`src/rtl/ecmp_pkg.sv`:
```
// ----------------------------------------------------------------------------
// ecmp_pkg: shared types and constants of the tilt-compensated compass
// Controller states, solve steps, the command word and the fixed-point
// constants of the atan polynomial and the angle ranges.
// ----------------------------------------------------------------------------
package ecmp_pkg;

  localparam logic signed [15:0] ATAN_K1    = 16'sd5701;
  localparam logic signed [15:0] ATAN_K2    = -16'sd1645;
  localparam logic signed [15:0] ATAN_K3    = 16'sd446;
  localparam logic signed [15:0] DEG90      = 16'sd9000;
  localparam logic signed [15:0] DEG180     = 16'sd18000;
  localparam logic signed [17:0] DEG360     = 18'sd36000;
  localparam logic signed [15:0] MOST_NEG   = 16'sh8000;
  localparam logic signed [15:0] NEAR_NEG   = 16'sh8001;
  localparam logic [14:0]        GAIN_RESET = 15'd3276;
  // Index of the leading quotient bit (the half step of Q15).
  localparam logic [3:0]         TOP_BIT    = 4'd14;

  typedef enum logic [1:0] {
    REG_HARD_IRON_X = 2'd0,
    REG_HARD_IRON_Y = 2'd1,
    REG_HARD_IRON_Z = 2'd2,
    REG_FILTER_GAIN = 2'd3
  } ecmp_reg_t;

  typedef enum logic [5:0] {
    S_IDLE, S_TPREP, S_TSQX, S_TSQY, S_THYP, S_TB1, S_TB2, S_TB3, S_TEND,
    S_APREP, S_DB1, S_DB2, S_P1, S_P2, S_P3, S_P4, S_P5, S_P6, S_P7,
    S_AFIN1, S_AFIN2, S_R1, S_R2, S_R3, S_R4, S_R5, S_R6, S_R7,
    S_X1, S_X2, S_X3, S_L1, S_L2, S_L3, S_PUSH
  } ecmp_state_t;

  typedef enum logic [3:0] {
    M_ROLL, M_S1, M_C1, M_ROT, M_PITCH, M_S2, M_C2, M_FX, M_YAW,
    M_LPR, M_LPP, M_LPY
  } ecmp_step_t;

  typedef struct packed {
    ecmp_state_t op;
    ecmp_step_t  step;
    logic [3:0]  bitn;
    logic        load;
    logic        push;
  } ecmp_cmd_t;

  // Left shift that brings the leading one of m to bit 14.
  function automatic logic [3:0] norm_shift(input logic [14:0] m);
    logic [3:0] k;
    k = '0;
    for (int i = 0; i < 15; i++) begin
      if (m[i]) k = 4'(14 - i);
    end
    return k;
  endfunction

endpackage

```
`src/rtl/ecmp_ifs.sv`:
```
// ----------------------------------------------------------------------------
// ecmp channel interfaces
// Sample, angle and configuration channels with valid/ready handshakes.
// ----------------------------------------------------------------------------
interface ecmp_sample_if;
  logic               valid;
  logic               ready;
  logic signed [15:0] mag_x;
  logic signed [15:0] mag_y;
  logic signed [15:0] mag_z;
  logic signed [15:0] acc_x;
  logic signed [15:0] acc_y;
  logic signed [15:0] acc_z;
  modport source(output valid, mag_x, mag_y, mag_z, acc_x, acc_y, acc_z, input ready);
  modport sink(input valid, mag_x, mag_y, mag_z, acc_x, acc_y, acc_z, output ready);
endinterface

interface ecmp_angles_if;
  logic               valid;
  logic               ready;
  logic signed [15:0] roll;
  logic signed [14:0] pitch;
  logic signed [15:0] yaw;
  logic signed [15:0] smoothed_roll;
  logic signed [14:0] smoothed_pitch;
  logic signed [15:0] smoothed_yaw;
  modport source(output valid, roll, pitch, yaw, smoothed_roll, smoothed_pitch,
                 smoothed_yaw, input ready);
  modport sink(input valid, roll, pitch, yaw, smoothed_roll, smoothed_pitch,
               smoothed_yaw, output ready);
endinterface

interface ecmp_cfg_if;
  logic        valid;
  logic        ready;
  logic [1:0]  index;
  logic [15:0] data;
  modport source(output valid, index, data, input ready);
  modport sink(input valid, index, data, output ready);
endinterface

```
`src/rtl/ecmp_ctrl.sv`:
```
// ----------------------------------------------------------------------------
// ecmp_ctrl: sequencer of the compass
// Walks the solve steps of one sample and the bit loops of each solve,
// and issues one command per cycle to the datapath.
// ----------------------------------------------------------------------------
module ecmp_ctrl (
  input  logic              clk,
  input  logic              rst,
  input  logic              in_valid,
  output logic              in_ready,
  input  logic              out_ready,
  output logic              out_valid,
  output ecmp_pkg::ecmp_cmd_t cmd
);

  ecmp_pkg::ecmp_state_t state, state_next;
  ecmp_pkg::ecmp_step_t  mstep, mstep_next;
  logic [3:0]            bitn, bitn_next;
  logic                  load, push, finish;

  function automatic ecmp_pkg::ecmp_step_t step_after(input ecmp_pkg::ecmp_step_t s);
    ecmp_pkg::ecmp_step_t n;
    unique case (s)
      ecmp_pkg::M_ROLL:  n = ecmp_pkg::M_S1;
      ecmp_pkg::M_S1:    n = ecmp_pkg::M_C1;
      ecmp_pkg::M_C1:    n = ecmp_pkg::M_ROT;
      ecmp_pkg::M_ROT:   n = ecmp_pkg::M_PITCH;
      ecmp_pkg::M_PITCH: n = ecmp_pkg::M_S2;
      ecmp_pkg::M_S2:    n = ecmp_pkg::M_C2;
      ecmp_pkg::M_C2:    n = ecmp_pkg::M_FX;
      ecmp_pkg::M_FX:    n = ecmp_pkg::M_YAW;
      ecmp_pkg::M_YAW:   n = ecmp_pkg::M_LPR;
      ecmp_pkg::M_LPR:   n = ecmp_pkg::M_LPP;
      ecmp_pkg::M_LPP:   n = ecmp_pkg::M_LPY;
      default:           n = ecmp_pkg::M_ROLL;
    endcase
    return n;
  endfunction

  function automatic ecmp_pkg::ecmp_state_t first_state(input ecmp_pkg::ecmp_step_t s);
    ecmp_pkg::ecmp_state_t f;
    unique case (s)
      ecmp_pkg::M_ROLL, ecmp_pkg::M_PITCH, ecmp_pkg::M_YAW: f = ecmp_pkg::S_APREP;
      ecmp_pkg::M_S1, ecmp_pkg::M_C1, ecmp_pkg::M_S2, ecmp_pkg::M_C2: f = ecmp_pkg::S_TPREP;
      ecmp_pkg::M_ROT: f = ecmp_pkg::S_R1;
      ecmp_pkg::M_FX:  f = ecmp_pkg::S_X1;
      default:         f = ecmp_pkg::S_L1;
    endcase
    return f;
  endfunction

  always_ff @(posedge clk) begin
    if (rst) begin
      state     <= ecmp_pkg::S_IDLE;
      mstep     <= ecmp_pkg::M_ROLL;
      bitn      <= '0;
      out_valid <= 1'b0;
    end else begin
      state <= state_next;
      mstep <= mstep_next;
      bitn  <= bitn_next;
      if (push) begin
        out_valid <= 1'b1;
      end else if (out_ready) begin
        out_valid <= 1'b0;
      end
    end
  end

  always_comb begin
    state_next = state;
    mstep_next = mstep;
    bitn_next  = bitn;
    load       = 1'b0;
    push       = 1'b0;
    finish     = 1'b0;
    unique case (state)
      ecmp_pkg::S_IDLE: begin
        if (in_valid) begin
          load       = 1'b1;
          mstep_next = ecmp_pkg::M_ROLL;
          state_next = ecmp_pkg::S_APREP;
        end
      end
      ecmp_pkg::S_APREP: begin
        bitn_next  = ecmp_pkg::TOP_BIT;
        state_next = ecmp_pkg::S_DB1;
      end
      ecmp_pkg::S_DB1: state_next = ecmp_pkg::S_DB2;
      ecmp_pkg::S_DB2: begin
        if (bitn == '0) begin
          state_next = ecmp_pkg::S_P1;
        end else begin
          bitn_next  = bitn - 4'd1;
          state_next = ecmp_pkg::S_DB1;
        end
      end
      ecmp_pkg::S_P1:    state_next = ecmp_pkg::S_P2;
      ecmp_pkg::S_P2:    state_next = ecmp_pkg::S_P3;
      ecmp_pkg::S_P3:    state_next = ecmp_pkg::S_P4;
      ecmp_pkg::S_P4:    state_next = ecmp_pkg::S_P5;
      ecmp_pkg::S_P5:    state_next = ecmp_pkg::S_P6;
      ecmp_pkg::S_P6:    state_next = ecmp_pkg::S_P7;
      ecmp_pkg::S_P7:    state_next = ecmp_pkg::S_AFIN1;
      ecmp_pkg::S_AFIN1: state_next = ecmp_pkg::S_AFIN2;
      ecmp_pkg::S_TPREP: state_next = ecmp_pkg::S_TSQX;
      ecmp_pkg::S_TSQX:  state_next = ecmp_pkg::S_TSQY;
      ecmp_pkg::S_TSQY:  state_next = ecmp_pkg::S_THYP;
      ecmp_pkg::S_THYP: begin
        bitn_next  = ecmp_pkg::TOP_BIT;
        state_next = ecmp_pkg::S_TB1;
      end
      ecmp_pkg::S_TB1: state_next = ecmp_pkg::S_TB2;
      ecmp_pkg::S_TB2: state_next = ecmp_pkg::S_TB3;
      ecmp_pkg::S_TB3: begin
        if (bitn == '0) begin
          state_next = ecmp_pkg::S_TEND;
        end else begin
          bitn_next  = bitn - 4'd1;
          state_next = ecmp_pkg::S_TB1;
        end
      end
      ecmp_pkg::S_R1: state_next = ecmp_pkg::S_R2;
      ecmp_pkg::S_R2: state_next = ecmp_pkg::S_R3;
      ecmp_pkg::S_R3: state_next = ecmp_pkg::S_R4;
      ecmp_pkg::S_R4: state_next = ecmp_pkg::S_R5;
      ecmp_pkg::S_R5: state_next = ecmp_pkg::S_R6;
      ecmp_pkg::S_R6: state_next = ecmp_pkg::S_R7;
      ecmp_pkg::S_X1: state_next = ecmp_pkg::S_X2;
      ecmp_pkg::S_X2: state_next = ecmp_pkg::S_X3;
      ecmp_pkg::S_L1: state_next = ecmp_pkg::S_L2;
      ecmp_pkg::S_L2: state_next = ecmp_pkg::S_L3;
      ecmp_pkg::S_AFIN2, ecmp_pkg::S_TEND, ecmp_pkg::S_R7, ecmp_pkg::S_X3,
      ecmp_pkg::S_L3: finish = 1'b1;
      ecmp_pkg::S_PUSH: begin
        // The result register is free or being emptied in this cycle.
        if (!out_valid || out_ready) begin
          push       = 1'b1;
          state_next = ecmp_pkg::S_IDLE;
        end
      end
      default: state_next = ecmp_pkg::S_IDLE;
    endcase
    if (finish) begin
      if (mstep == ecmp_pkg::M_LPY) begin
        state_next = ecmp_pkg::S_PUSH;
      end else begin
        mstep_next = step_after(mstep);
        state_next = first_state(mstep_next);
      end
    end
  end

  assign in_ready = (state == ecmp_pkg::S_IDLE);

  always_comb begin
    cmd.op   = state;
    cmd.step = mstep;
    cmd.bitn = bitn;
    cmd.load = load;
    cmd.push = push;
  end

endmodule

```
`src/rtl/ecmp_dp.sv`:
```
// ----------------------------------------------------------------------------
// ecmp_dp: datapath of the compass
// Holds the sample, the configuration, the solve registers, one shared
// registered multiplier, the filter state and the result register.
// ----------------------------------------------------------------------------
module ecmp_dp (
  input  logic                clk,
  input  logic                rst,
  input  ecmp_pkg::ecmp_cmd_t cmd,
  input  logic signed [15:0]  mag_x,
  input  logic signed [15:0]  mag_y,
  input  logic signed [15:0]  mag_z,
  input  logic signed [15:0]  acc_x,
  input  logic signed [15:0]  acc_y,
  input  logic signed [15:0]  acc_z,
  input  logic                cfg_we,
  input  logic [1:0]          cfg_index,
  input  logic [15:0]         cfg_data,
  output logic signed [15:0]  roll,
  output logic signed [14:0]  pitch,
  output logic signed [15:0]  yaw,
  output logic signed [15:0]  smoothed_roll,
  output logic signed [14:0]  smoothed_pitch,
  output logic signed [15:0]  smoothed_yaw
);

  logic signed [15:0] hi_x, hi_y, hi_z;
  logic [14:0]        gain;
  logic signed [15:0] bx, by, bz, gx, gy, gz, fy, fx;
  logic signed [15:0] s_r, c_r;
  logic [14:0]        na, nb, r;
  logic               neg;
  logic [29:0]        xsq;
  logic [30:0]        hyp;
  logic               swap, zden, ynz, x_ge0, x_le0, y_ge0, y_le0;
  logic [19:0]        m1;
  logic [29:0]        tq;
  logic signed [31:0] acc;
  logic [13:0]        a_ang;
  logic signed [15:0] roll_a, pitch_a, yaw_a;
  logic signed [15:0] filt_roll, filt_pitch, filt_yaw;
  logic signed [17:0] lpt;
  logic signed [20:0] ma, mb;
  logic signed [41:0] prod;

  // Operand pair selection and preparation.
  logic signed [15:0] p, q, pc, qc;
  logic [14:0]        pa, qa, ta, tb, tna, tnb, dnum, dden;
  logic [3:0]         tk, dk;
  logic [14:0]        dbit;
  logic signed [32:0] rsum, rdif;

  assign dbit = 15'd1 << cmd.bitn;

  always_comb begin
    unique case (cmd.step)
      ecmp_pkg::M_C1: begin
        p = gz;
        q = gy;
      end
      ecmp_pkg::M_S2: begin
        p = gx;
        q = gz;
      end
      ecmp_pkg::M_C2: begin
        p = gz;
        q = gx;
      end
      ecmp_pkg::M_PITCH: begin
        p = -gx;
        q = gz;
      end
      ecmp_pkg::M_YAW: begin
        p = -fy;
        q = fx;
      end
      default: begin
        p = gy;
        q = gz;
      end
    endcase
    pc = (p == ecmp_pkg::MOST_NEG) ? ecmp_pkg::NEAR_NEG : p;
    qc = (q == ecmp_pkg::MOST_NEG) ? ecmp_pkg::NEAR_NEG : q;
    pa = pc[15] ? 15'(-pc) : pc[14:0];
    qa = qc[15] ? 15'(-qc) : qc[14:0];
    // The sine/cosine solve treats the zero vector as (1,1).
    if (p == '0 && q == '0) begin
      ta = 15'd1;
      tb = 15'd1;
    end else begin
      ta = pa;
      tb = qa;
    end
    tk   = ecmp_pkg::norm_shift(ta | tb);
    tna  = ta << tk;
    tnb  = tb << tk;
    dnum = (pa > qa) ? qa : pa;
    dden = (pa > qa) ? pa : qa;
    dk   = ecmp_pkg::norm_shift(dden);
    rsum = {acc[31], acc} + prod[32:0];
    rdif = {acc[31], acc} - prod[32:0];
  end

  // Shared multiplier operand selection.
  always_comb begin
    unique case (cmd.op)
      ecmp_pkg::S_TSQX: begin
        ma = 21'(na);
        mb = 21'(na);
      end
      ecmp_pkg::S_TSQY: begin
        ma = 21'(nb);
        mb = 21'(nb);
      end
      ecmp_pkg::S_TB1: begin
        ma = 21'(r | dbit);
        mb = 21'(r | dbit);
      end
      ecmp_pkg::S_TB2: begin
        ma = 21'(prod[29:15]);
        mb = 21'(hyp[30:15]);
      end
      ecmp_pkg::S_DB1: begin
        ma = 21'(r | dbit);
        mb = 21'(nb);
      end
      ecmp_pkg::S_P1: begin
        ma = 21'(r[14:5]);
        mb = 21'(r[14:5]);
      end
      ecmp_pkg::S_P2: begin
        ma = 21'(prod[19:0]);
        mb = 21'(r[14:5]);
      end
      ecmp_pkg::S_P3: begin
        ma = 21'(prod[29:15]);
        mb = 21'(ecmp_pkg::ATAN_K2);
      end
      ecmp_pkg::S_P4: begin
        ma = 21'(tq[29:20]);
        mb = 21'(m1);
      end
      ecmp_pkg::S_P5: begin
        ma = 21'(prod[29:15]);
        mb = 21'(ecmp_pkg::ATAN_K3);
      end
      ecmp_pkg::S_P6: begin
        ma = 21'(ecmp_pkg::ATAN_K1);
        mb = 21'(r);
      end
      ecmp_pkg::S_R1: begin
        ma = 21'(by);
        mb = 21'(c_r);
      end
      ecmp_pkg::S_R2: begin
        ma = 21'(bz);
        mb = 21'(s_r);
      end
      ecmp_pkg::S_R3: begin
        ma = 21'(by);
        mb = 21'(s_r);
      end
      ecmp_pkg::S_R4: begin
        ma = 21'(bz);
        mb = 21'(c_r);
      end
      ecmp_pkg::S_R5: begin
        ma = 21'(gy);
        mb = 21'(s_r);
      end
      ecmp_pkg::S_R6: begin
        ma = 21'(gz);
        mb = 21'(c_r);
      end
      ecmp_pkg::S_X1: begin
        ma = 21'(bx);
        mb = 21'(c_r);
      end
      ecmp_pkg::S_X2: begin
        ma = 21'(bz);
        mb = 21'(s_r);
      end
      ecmp_pkg::S_L2: begin
        ma = 21'(gain);
        mb = 21'(lpt);
      end
      default: begin
        ma = '0;
        mb = '0;
      end
    endcase
  end

  always_ff @(posedge clk) begin
    prod <= ma * mb;
  end

  // Angle finishing: polynomial result to first-quadrant angle, then quadrant.
  logic signed [16:0] av, av_sw, av_sub;
  logic signed [15:0] av16, a16, qv, qv_fold;
  logic [13:0]        a_new;

  always_comb begin
    av     = acc[31:15];
    av_sub = 17'(ecmp_pkg::DEG90) - av;
    av16   = av_sub[15:0];
    av_sw  = swap ? 17'(av16) : av;
    if (av_sw < 17'sd0) begin
      a_new = '0;
    end else if (av_sw > 17'(ecmp_pkg::DEG90)) begin
      a_new = 14'(ecmp_pkg::DEG90);
    end else begin
      a_new = av_sw[13:0];
    end
    if (zden) begin
      a_new = ynz ? 14'(ecmp_pkg::DEG90) : 14'd0;
    end
    a16 = {2'b00, a_ang};
    priority if (x_ge0 && y_ge0) begin
      qv = a16;
    end else if (x_le0 && y_ge0) begin
      qv = ecmp_pkg::DEG180 - a16;
    end else if (x_le0 && y_le0) begin
      qv = a16 - ecmp_pkg::DEG180;
    end else begin
      qv = -a16;
    end
    if (qv > ecmp_pkg::DEG90) begin
      qv_fold = ecmp_pkg::DEG180 - qv;
    end else if (qv < -ecmp_pkg::DEG90) begin
      qv_fold = -ecmp_pkg::DEG180 - qv;
    end else begin
      qv_fold = qv;
    end
  end

  // Low-pass update.
  logic signed [15:0] lp_ang, lp_old, f16a, f16b;
  logic signed [17:0] dd0, dd1, dd2;
  logic signed [27:0] v0, v1, v2;

  always_comb begin
    unique case (cmd.step)
      ecmp_pkg::M_LPP: begin
        lp_ang = pitch_a;
        lp_old = filt_pitch;
      end
      ecmp_pkg::M_LPY: begin
        lp_ang = yaw_a;
        lp_old = filt_yaw;
      end
      default: begin
        lp_ang = roll_a;
        lp_old = filt_roll;
      end
    endcase
    dd0 = 18'(lp_ang) - 18'(lp_old);
    dd1 = (dd0 > 18'(ecmp_pkg::DEG180)) ? dd0 - ecmp_pkg::DEG360 : dd0;
    dd2 = (dd1 < -18'(ecmp_pkg::DEG180)) ? dd1 + ecmp_pkg::DEG360 : dd1;
    v0  = 28'(lp_old) + 28'(signed'(prod[41:15]));
    if (cmd.step == ecmp_pkg::M_LPP) begin
      // Pitch folds about plus and minus 90 degrees instead of wrapping.
      f16a = 16'(28'(ecmp_pkg::DEG180) - v0);
      v1   = (v0 > 28'(ecmp_pkg::DEG90)) ? 28'(f16a) : v0;
      f16b = 16'(-28'(ecmp_pkg::DEG180) - v1);
      v2   = (v1 < -28'(ecmp_pkg::DEG90)) ? 28'(f16b) : v1;
    end else begin
      f16a = '0;
      f16b = '0;
      v1   = (v0 > 28'(ecmp_pkg::DEG180)) ? v0 - 28'(ecmp_pkg::DEG360) : v0;
      v2   = (v1 < -28'(ecmp_pkg::DEG180)) ? v1 + 28'(ecmp_pkg::DEG360) : v1;
    end
  end

  // Configuration and filter state.
  always_ff @(posedge clk) begin
    if (rst) begin
      hi_x       <= '0;
      hi_y       <= '0;
      hi_z       <= '0;
      gain       <= ecmp_pkg::GAIN_RESET;
      filt_roll  <= '0;
      filt_pitch <= '0;
      filt_yaw   <= '0;
    end else begin
      if (cfg_we) begin
        unique case (ecmp_pkg::ecmp_reg_t'(cfg_index))
          ecmp_pkg::REG_HARD_IRON_X: hi_x <= cfg_data;
          ecmp_pkg::REG_HARD_IRON_Y: hi_y <= cfg_data;
          ecmp_pkg::REG_HARD_IRON_Z: hi_z <= cfg_data;
          default:                   gain <= cfg_data[14:0];
        endcase
      end
      if (cmd.op == ecmp_pkg::S_L3) begin
        unique case (cmd.step)
          ecmp_pkg::M_LPP: filt_pitch <= v2[15:0];
          ecmp_pkg::M_LPY: filt_yaw   <= v2[15:0];
          default:         filt_roll  <= v2[15:0];
        endcase
      end
    end
  end

  // Working registers.
  always_ff @(posedge clk) begin
    if (cmd.load) begin
      bx <= mag_x - hi_x;
      by <= mag_y - hi_y;
      bz <= mag_z - hi_z;
      gx <= acc_x;
      gy <= acc_y;
      gz <= acc_z;
    end
    unique case (cmd.op)
      ecmp_pkg::S_TPREP: begin
        na  <= tna;
        nb  <= tnb;
        neg <= pc[15];
        r   <= '0;
      end
      ecmp_pkg::S_TSQY: xsq <= prod[29:0];
      ecmp_pkg::S_THYP: hyp <= {1'b0, xsq} + prod[30:0];
      ecmp_pkg::S_TB3: begin
        if (prod[31:0] <= {2'b00, xsq}) r <= r | dbit;
      end
      ecmp_pkg::S_TEND: begin
        unique case (cmd.step)
          ecmp_pkg::M_S1: s_r <= neg ? -16'(r) : 16'(r);
          ecmp_pkg::M_C1: c_r <= neg ? -16'(r) : 16'(r);
          ecmp_pkg::M_S2: s_r <= neg ? 16'(r) : -16'(r);
          default:        c_r <= 16'(r);
        endcase
      end
      ecmp_pkg::S_APREP: begin
        na    <= dnum << dk;
        nb    <= dden << dk;
        r     <= '0;
        swap  <= pa > qa;
        zden  <= (qa == '0);
        ynz   <= (pa != '0);
        x_ge0 <= !qc[15];
        x_le0 <= qc[15] || (qc == '0);
        y_ge0 <= !pc[15];
        y_le0 <= pc[15] || (pc == '0);
      end
      ecmp_pkg::S_DB2: begin
        if (prod[29:15] <= na) r <= r | dbit;
      end
      ecmp_pkg::S_P2:    m1  <= prod[19:0];
      ecmp_pkg::S_P3:    tq  <= prod[29:0];
      ecmp_pkg::S_P4:    acc <= prod[31:0];
      ecmp_pkg::S_P6:    acc <= acc + prod[31:0];
      ecmp_pkg::S_P7:    acc <= acc + prod[31:0];
      ecmp_pkg::S_AFIN1: a_ang <= a_new;
      ecmp_pkg::S_AFIN2: begin
        unique case (cmd.step)
          ecmp_pkg::M_PITCH: pitch_a <= qv_fold;
          ecmp_pkg::M_YAW:   yaw_a   <= qv;
          default:           roll_a  <= qv;
        endcase
      end
      ecmp_pkg::S_R2, ecmp_pkg::S_R4, ecmp_pkg::S_R6, ecmp_pkg::S_X2: acc <= prod[31:0];
      ecmp_pkg::S_R3: fy <= rdif[30:15];
      ecmp_pkg::S_R5: bz <= rsum[30:15];
      ecmp_pkg::S_R7: gz <= rsum[30:15];
      ecmp_pkg::S_X3: fx <= rsum[30:15];
      ecmp_pkg::S_L1: lpt <= dd2;
      default: ;
    endcase
  end

  // Result register.
  always_ff @(posedge clk) begin
    if (cmd.push) begin
      roll           <= roll_a;
      pitch          <= pitch_a[14:0];
      yaw            <= yaw_a;
      smoothed_roll  <= filt_roll;
      smoothed_pitch <= filt_pitch[14:0];
      smoothed_yaw   <= filt_yaw;
    end
  end

endmodule

```
`src/rtl/tilt_compensated_ecompass.sv`:
```
// ----------------------------------------------------------------------------
// tilt_compensated_ecompass: integer tilt-compensated electronic compass
// Turns one magnetometer/accelerometer sample into roll, pitch and yaw in
// hundredths of a degree, plus low-pass filtered copies of the three angles.
// ----------------------------------------------------------------------------
// One sample is worked at a time, and the next sample is taken in the cycle
// after the result is moved into the output register. The pace is set by the
// single shared multiplier: three atan2 solves (a 15-bit divide that steps
// through DB1 and DB2 for each bit, plus the polynomial) and four sine/cosine
// solves (TB1, TB2 and TB3 for each bit) make up almost all of the work. A
// finished result waits in its own register, so a new request is accepted
// while it is still unread.
module tilt_compensated_ecompass (
  input logic           clk,
  input logic           rst,
  ecmp_sample_if.sink   sample,
  ecmp_angles_if.source angles,
  ecmp_cfg_if.sink      cfg
);

  ecmp_pkg::ecmp_cmd_t cmd;

  assign cfg.ready = 1'b1;

  ecmp_ctrl u_ctrl (
    .clk       (clk),
    .rst       (rst),
    .in_valid  (sample.valid),
    .in_ready  (sample.ready),
    .out_ready (angles.ready),
    .out_valid (angles.valid),
    .cmd       (cmd)
  );

  ecmp_dp u_dp (
    .clk            (clk),
    .rst            (rst),
    .cmd            (cmd),
    .mag_x          (sample.mag_x),
    .mag_y          (sample.mag_y),
    .mag_z          (sample.mag_z),
    .acc_x          (sample.acc_x),
    .acc_y          (sample.acc_y),
    .acc_z          (sample.acc_z),
    .cfg_we         (cfg.valid),
    .cfg_index      (cfg.index),
    .cfg_data       (cfg.data),
    .roll           (angles.roll),
    .pitch          (angles.pitch),
    .yaw            (angles.yaw),
    .smoothed_roll  (angles.smoothed_roll),
    .smoothed_pitch (angles.smoothed_pitch),
    .smoothed_yaw   (angles.smoothed_yaw)
  );

endmodule
```
`src/flat_wrapper.sv`:
```
// flat-port wrapper written by rule: the top's interface ports become plain ports
module tilt_compensated_ecompass_flat 
  (clk, rst, sample_valid, sample_mag_x, sample_mag_y, sample_mag_z, sample_acc_x, sample_acc_y, sample_acc_z, sample_ready, angles_valid, angles_roll, angles_pitch, angles_yaw, angles_smoothed_roll, angles_smoothed_pitch, angles_smoothed_yaw, angles_ready, cfg_valid, cfg_index, cfg_data, cfg_ready);
  ecmp_sample_if sample_i ();
  ecmp_angles_if angles_i ();
  ecmp_cfg_if cfg_i ();
  input logic clk;
  input logic rst;
  input wire logic [$bits(sample_i.valid)-1:0] sample_valid;
  input wire logic [$bits(sample_i.mag_x)-1:0] sample_mag_x;
  input wire logic [$bits(sample_i.mag_y)-1:0] sample_mag_y;
  input wire logic [$bits(sample_i.mag_z)-1:0] sample_mag_z;
  input wire logic [$bits(sample_i.acc_x)-1:0] sample_acc_x;
  input wire logic [$bits(sample_i.acc_y)-1:0] sample_acc_y;
  input wire logic [$bits(sample_i.acc_z)-1:0] sample_acc_z;
  output wire logic [$bits(sample_i.ready)-1:0] sample_ready;
  output wire logic [$bits(angles_i.valid)-1:0] angles_valid;
  output wire logic [$bits(angles_i.roll)-1:0] angles_roll;
  output wire logic [$bits(angles_i.pitch)-1:0] angles_pitch;
  output wire logic [$bits(angles_i.yaw)-1:0] angles_yaw;
  output wire logic [$bits(angles_i.smoothed_roll)-1:0] angles_smoothed_roll;
  output wire logic [$bits(angles_i.smoothed_pitch)-1:0] angles_smoothed_pitch;
  output wire logic [$bits(angles_i.smoothed_yaw)-1:0] angles_smoothed_yaw;
  input wire logic [$bits(angles_i.ready)-1:0] angles_ready;
  input wire logic [$bits(cfg_i.valid)-1:0] cfg_valid;
  input wire logic [$bits(cfg_i.index)-1:0] cfg_index;
  input wire logic [$bits(cfg_i.data)-1:0] cfg_data;
  output wire logic [$bits(cfg_i.ready)-1:0] cfg_ready;
  assign sample_i.valid = sample_valid;
  assign sample_i.mag_x = sample_mag_x;
  assign sample_i.mag_y = sample_mag_y;
  assign sample_i.mag_z = sample_mag_z;
  assign sample_i.acc_x = sample_acc_x;
  assign sample_i.acc_y = sample_acc_y;
  assign sample_i.acc_z = sample_acc_z;
  assign sample_ready = sample_i.ready;
  assign angles_valid = angles_i.valid;
  assign angles_roll = angles_i.roll;
  assign angles_pitch = angles_i.pitch;
  assign angles_yaw = angles_i.yaw;
  assign angles_smoothed_roll = angles_i.smoothed_roll;
  assign angles_smoothed_pitch = angles_i.smoothed_pitch;
  assign angles_smoothed_yaw = angles_i.smoothed_yaw;
  assign angles_i.ready = angles_ready;
  assign cfg_i.valid = cfg_valid;
  assign cfg_i.index = cfg_index;
  assign cfg_i.data = cfg_data;
  assign cfg_ready = cfg_i.ready;
  tilt_compensated_ecompass u_core (.clk(clk), .rst(rst), .sample(sample_i), .angles(angles_i), .cfg(cfg_i));
endmodule
```
`config.mk`:
```
export PLATFORM = sky130hd
export DESIGN_NAME = tilt_compensated_ecompass_flat
export DESIGN_NICKNAME = d
export VERILOG_FILES = /design/src/rtl/ecmp_pkg.sv /design/src/rtl/ecmp_ifs.sv /design/src/rtl/ecmp_ctrl.sv /design/src/rtl/ecmp_dp.sv /design/src/rtl/tilt_compensated_ecompass.sv /design/src/flat_wrapper.sv
export SDC_FILE = /design/constraint.sdc
export NUM_CORES = 2
export LEC_CHECK = 0
export BUFFER_PORTS_ARGS = -buffer_cell sky130_fd_sc_hd__buf_2
export CORE_ASPECT_RATIO = 0.7
export CORE_MARGIN = 2
export CORE_UTILIZATION = 57
export DETAILED_ROUTE_END_ITERATION = 10
export HOLD_SLACK_MARGIN = 0.06
export PLACE_DENSITY = 0.74
export SETUP_SLACK_MARGIN = 0.2
export SLEW_MARGIN = 20
export SYNTH_ARGS = -nofsm -noshare
export SYNTH_HDL_FRONTEND = slang
export SYNTH_SLANG_ARGS = --single-unit
export TNS_END_PERCENT = 50
```
`constraint.sdc`:
```
create_clock -name clk -period 14.3 [get_ports clk]
set_input_delay 1.43 -clock clk [delete_from_list [all_inputs] [get_ports clk]]
set_output_delay 1.43 -clock clk [all_outputs]
set_load 0.01 [all_outputs]
```
==> results.md <==
* Setup crit end kind: register
* Crit path time final at 12,330 ps
* Cell type with the highest aggregate area in the netlist: sky130_fd_sc_hd__edfxtp_1
* Crit path setup slack, layout at 1970 ps
* First-pass GRT wire length at 349 mm
* Result of the run: complete, no violations
* Classification of the worst-slack hold path: reg2reg
* Top-Level Pins at 216
* Number of H-tree levels at 3
* Upper clock frequency limit at 81.1 MHz
* Die Width at 397 um
* Critical path startpoint category: register
* Clock slew seen by the registers of the worst setup and hold paths at 70 ps
* Depth of the worst hold-timing path at 0
* Largest net degree at the start of global routing at 84
* Cell Count Post-Placement at 8,375
* Part of the cycle the worst path needs at 86.2%
* Antenna violations before repair at 8
* Final-layout setup total negative slack at 0 ps
* Gates resized, CTS repair at 0
* Startpoint of the worst-slack reg-to-reg timing path: u_core.u_ctrl.state[5]$_SDFFE_PP0P_
* Number of hold-slack violations in the final timing report at 0
* Die Ht at 279 um
* Die Area at 111,000 um^2
* Layout-stage area growth over the synthesis result at 9.49%
* Skew-Pair Late Insertion Delay at 690 ps
* Max_slew headroom at 15.4%
* Max Clock Skew at 48.7 ps
* Length of the first detailed-routing pass in iterations at 9
* Worst-case setup slack after placement at 2450 ps
* Number of failing setup endpoints in the final timing report at 0
* Leading post-synthesis cells by instance count: sky130_fd_sc_hd__nand2_1, sky130_fd_sc_hd__inv_1, sky130_fd_sc_hd__nor2_1
* Final global-route overflow total at 0
* Min-delay src: u_core.u_dp.yaw_a[12]$_DFFE_PP_
* Warnings from Yosys at 0
* Power dissipated by switching net loads at 7.18 mW
* Share of the synthesized area in the top cell type at 24.2%
* Most used cell along the critical path: sky130_fd_sc_hd__fa_1
* Ratio of cells with drive above 1 in the final layout at 9.22%
* Async S/R FF share, synth at 0%
* Inserted Clock Buffers at 73
* Clk buf depth at 3
* Max incr delay on CP at 990 ps
* Number of register bits inferred by synthesis at 667
* Design internal power at 6.34 mW
* Via density at 6.50
* Synthesized area per cell at 8.96 um^2
* Worst-case hold path end point: u_core.u_dp.yaw[12]$_DFFE_PP_
* Final count of pins violating max slew at 0
* Critical-path maximum fanout at 25
* Share of total power in sequential cells at 22.3%
* Port Buffers at 214
* Largest cells by area after synthesis: sky130_fd_sc_hd__edfxtp_1, sky130_fd_sc_hd__fa_1, sky130_fd_sc_hd__ha_1
* Post-Synthesis Cells at 6,864
* Depth of the worst register-to-register path at 29
* Synthesized area at 61,500 um^2
* Number of max-cap violations at 0
* Endpoint arrival time on the critical path at 12,930 ps
* Remaining antenna violation count at 0
* Via Count at 55,350
* WL per Instance at 28.3 um
* Most common cell in the synthesized netlist: sky130_fd_sc_hd__nand2_1
* Placed wire-length estimate at 190 mm
* Switching share of power at 53.1%
* Combinational share of power at 61.9%
* Setup slack, reg-to-reg at 1970 ps
* Number of clock sinks seen by CTS at 667
* Worst slew pin tran at 1260 ps
* Final non-filler cell total at 8,519
* Worst hold margin at 452 ps
* CP required at 14,900 ps
* Post-CTS setup buffers at 0
* Number of global-route vias before repair at 51,839
* Leak pwr at 28.3 nW
* Path type of the worst setup path: reg2reg
* Final Wtd Congestion at 1.10
* Post-synthesis cell type count at 116
* DRC viols at 0
* Destination of the worst register-to-register timing path: u_core.u_dp.prod[39]$_DFF_P_
* Floorplan Core Area at 107,000 um^2
* VDD IR-drop max at 330 uV
* All-layer global routing usage at 43.1%
* Syn Nets at 7,825
* Relative contribution of the clock network to total power at 15.8%
* Worst path slowest cell: sky130_fd_sc_hd__a21oi_1
* Primary flip-flop cell chosen by synthesis mapping: sky130_fd_sc_hd__edfxtp_1
* Total number of nets in the final design at 7,983
* RSZ-0062 raised after global routing: no
* Root Buffer: sky130_fd_sc_hd__clkbuf_16
* Part of the Yosys area used for sequential elements at 29.8%
* Number of placement rows at 100
* TritonCTS clock tree: done
* Total of hold buffers inserted after clock tree synthesis at 0
* EDFF count, synth at 495
* Cell area power density at 201 nW/um^2
* DR iter-0 viols at 8,464
* Starting utilization of the core area at 57.7%
* Sum of routed wire length over all layers at 241 mm
==> layout by cell type (no fill, tap or decap), drive strengths merged, types with 71 or more instances in the layout <==
cell type  instances
a21oi            416
a31oi             75
and2              71
buf              385
clkbuf            86
dfxtp            172
edfxtp           495
fa               465
ha               377
inv              893
mux2i            120
nand2            888
nand2b            84
nand3            120
nor2             496
nor2b             75
nor3             126
o21ai            319
xnor2            219
xor2              97
==> per-stage QoR <==
step / instance area [um^2] / total power [mW] / utilization [%]
floorplan: 61500 / 7.94 / -
global placement: 64600 / 10.8 / 60.6
detailed placement: 64600 / 10.9 / 60.6
CTS: 67300 / 13.1 / 63.1
global route: 67300 / 14.0 / 63.1
finish: 67300 / 13.5 / 63.2
==> how the worst max path moves through the flow <==
stage	from	endpoint	slack, ps	depth (start not counted)
floorplan	u_core.u_ctrl.state[3]$_SDFFE_PP0P_	u_core.u_dp.prod[40]$_DFF_P_	3990	37
global placement	u_core.u_ctrl.state[4]$_SDFFE_PP0P_	u_core.u_dp.prod[40]$_DFF_P_	2630	36
detailed placement	u_core.u_ctrl.state[5]$_SDFFE_PP0P_	u_core.u_dp.prod[39]$_DFF_P_	2450	29
CTS	u_core.u_ctrl.state[5]$_SDFFE_PP0P_	u_core.u_dp.prod[40]$_DFF_P_	2370	32
global route	u_core.u_ctrl.state[5]$_SDFFE_PP0P_	u_core.u_dp.prod[40]$_DFF_P_	1400	33
finish	u_core.u_ctrl.state[5]$_SDFFE_PP0P_	u_core.u_dp.prod[39]$_DFF_P_	1970	29
==> registers in the layout, summed over array words and instances, names as in the netlist, 18 cells and up, named ones only <==
register / flops
u_core.u_dp.lpt: 18
u_core.u_dp.m1: 20
u_core.u_dp.xsq: 30
u_core.u_dp.acc: 32
u_core.u_dp.prod: 42
==> critical path: cells and delay by family, from the launching register on <==
kind	cells	cell delay [ps]
compound gates	10	4470
xor+xnor	1	120
fa+ha+maj	8	3860
buf+inv	3	970
flops	1	970
simple gates	7	1840
==> kinds of logic after synthesis <==
kind of cell,synth area share (%)
AOI/OAI and AO/OA,16.4
xor gates and xnor gates,4.50
adders and majority gates,22.8
buffers and inverters,7.42
DFF,29.8
muxes,2.47
other,0.00610
and+or+nand+nor,16.6
==> layer usage <==
| metal | global-route usage, % | routed length, um |
|---|---|---|
| met1 | 62.7 | 100000 |
| met2 | 55.1 | 89700 |
| met3 | 21.6 | 42900 |
| met4 | 12.6 | 8430 |
| met5 | 0.261 | 92 |
==> cell type report <==
cell class	count	area, um^2
clock buffers	86	1920
diodes	12	30.0
repair buffers	385	2360
well taps	1428	1790
inverters	887	3330
fillers	8997	39300
flip-flops and latches	667	18300
multi-input cells	5008	38800
clock inverters	46	746
==> power by group through the flow <==
stage | combinational (mW) | clock, mW | sequential (mW)
detailed placement | 7.93 | 0 | 2.98
global route | 8.82 | 2.20 | 2.97
global placement | 7.86 | 0 | 2.99
CTS | 7.98 | 2.14 | 2.94
finish | 8.38 | 2.13 | 3.01
floorplan | 5.27 | 0 | 2.67
Power figures use the tool's default switching activity.
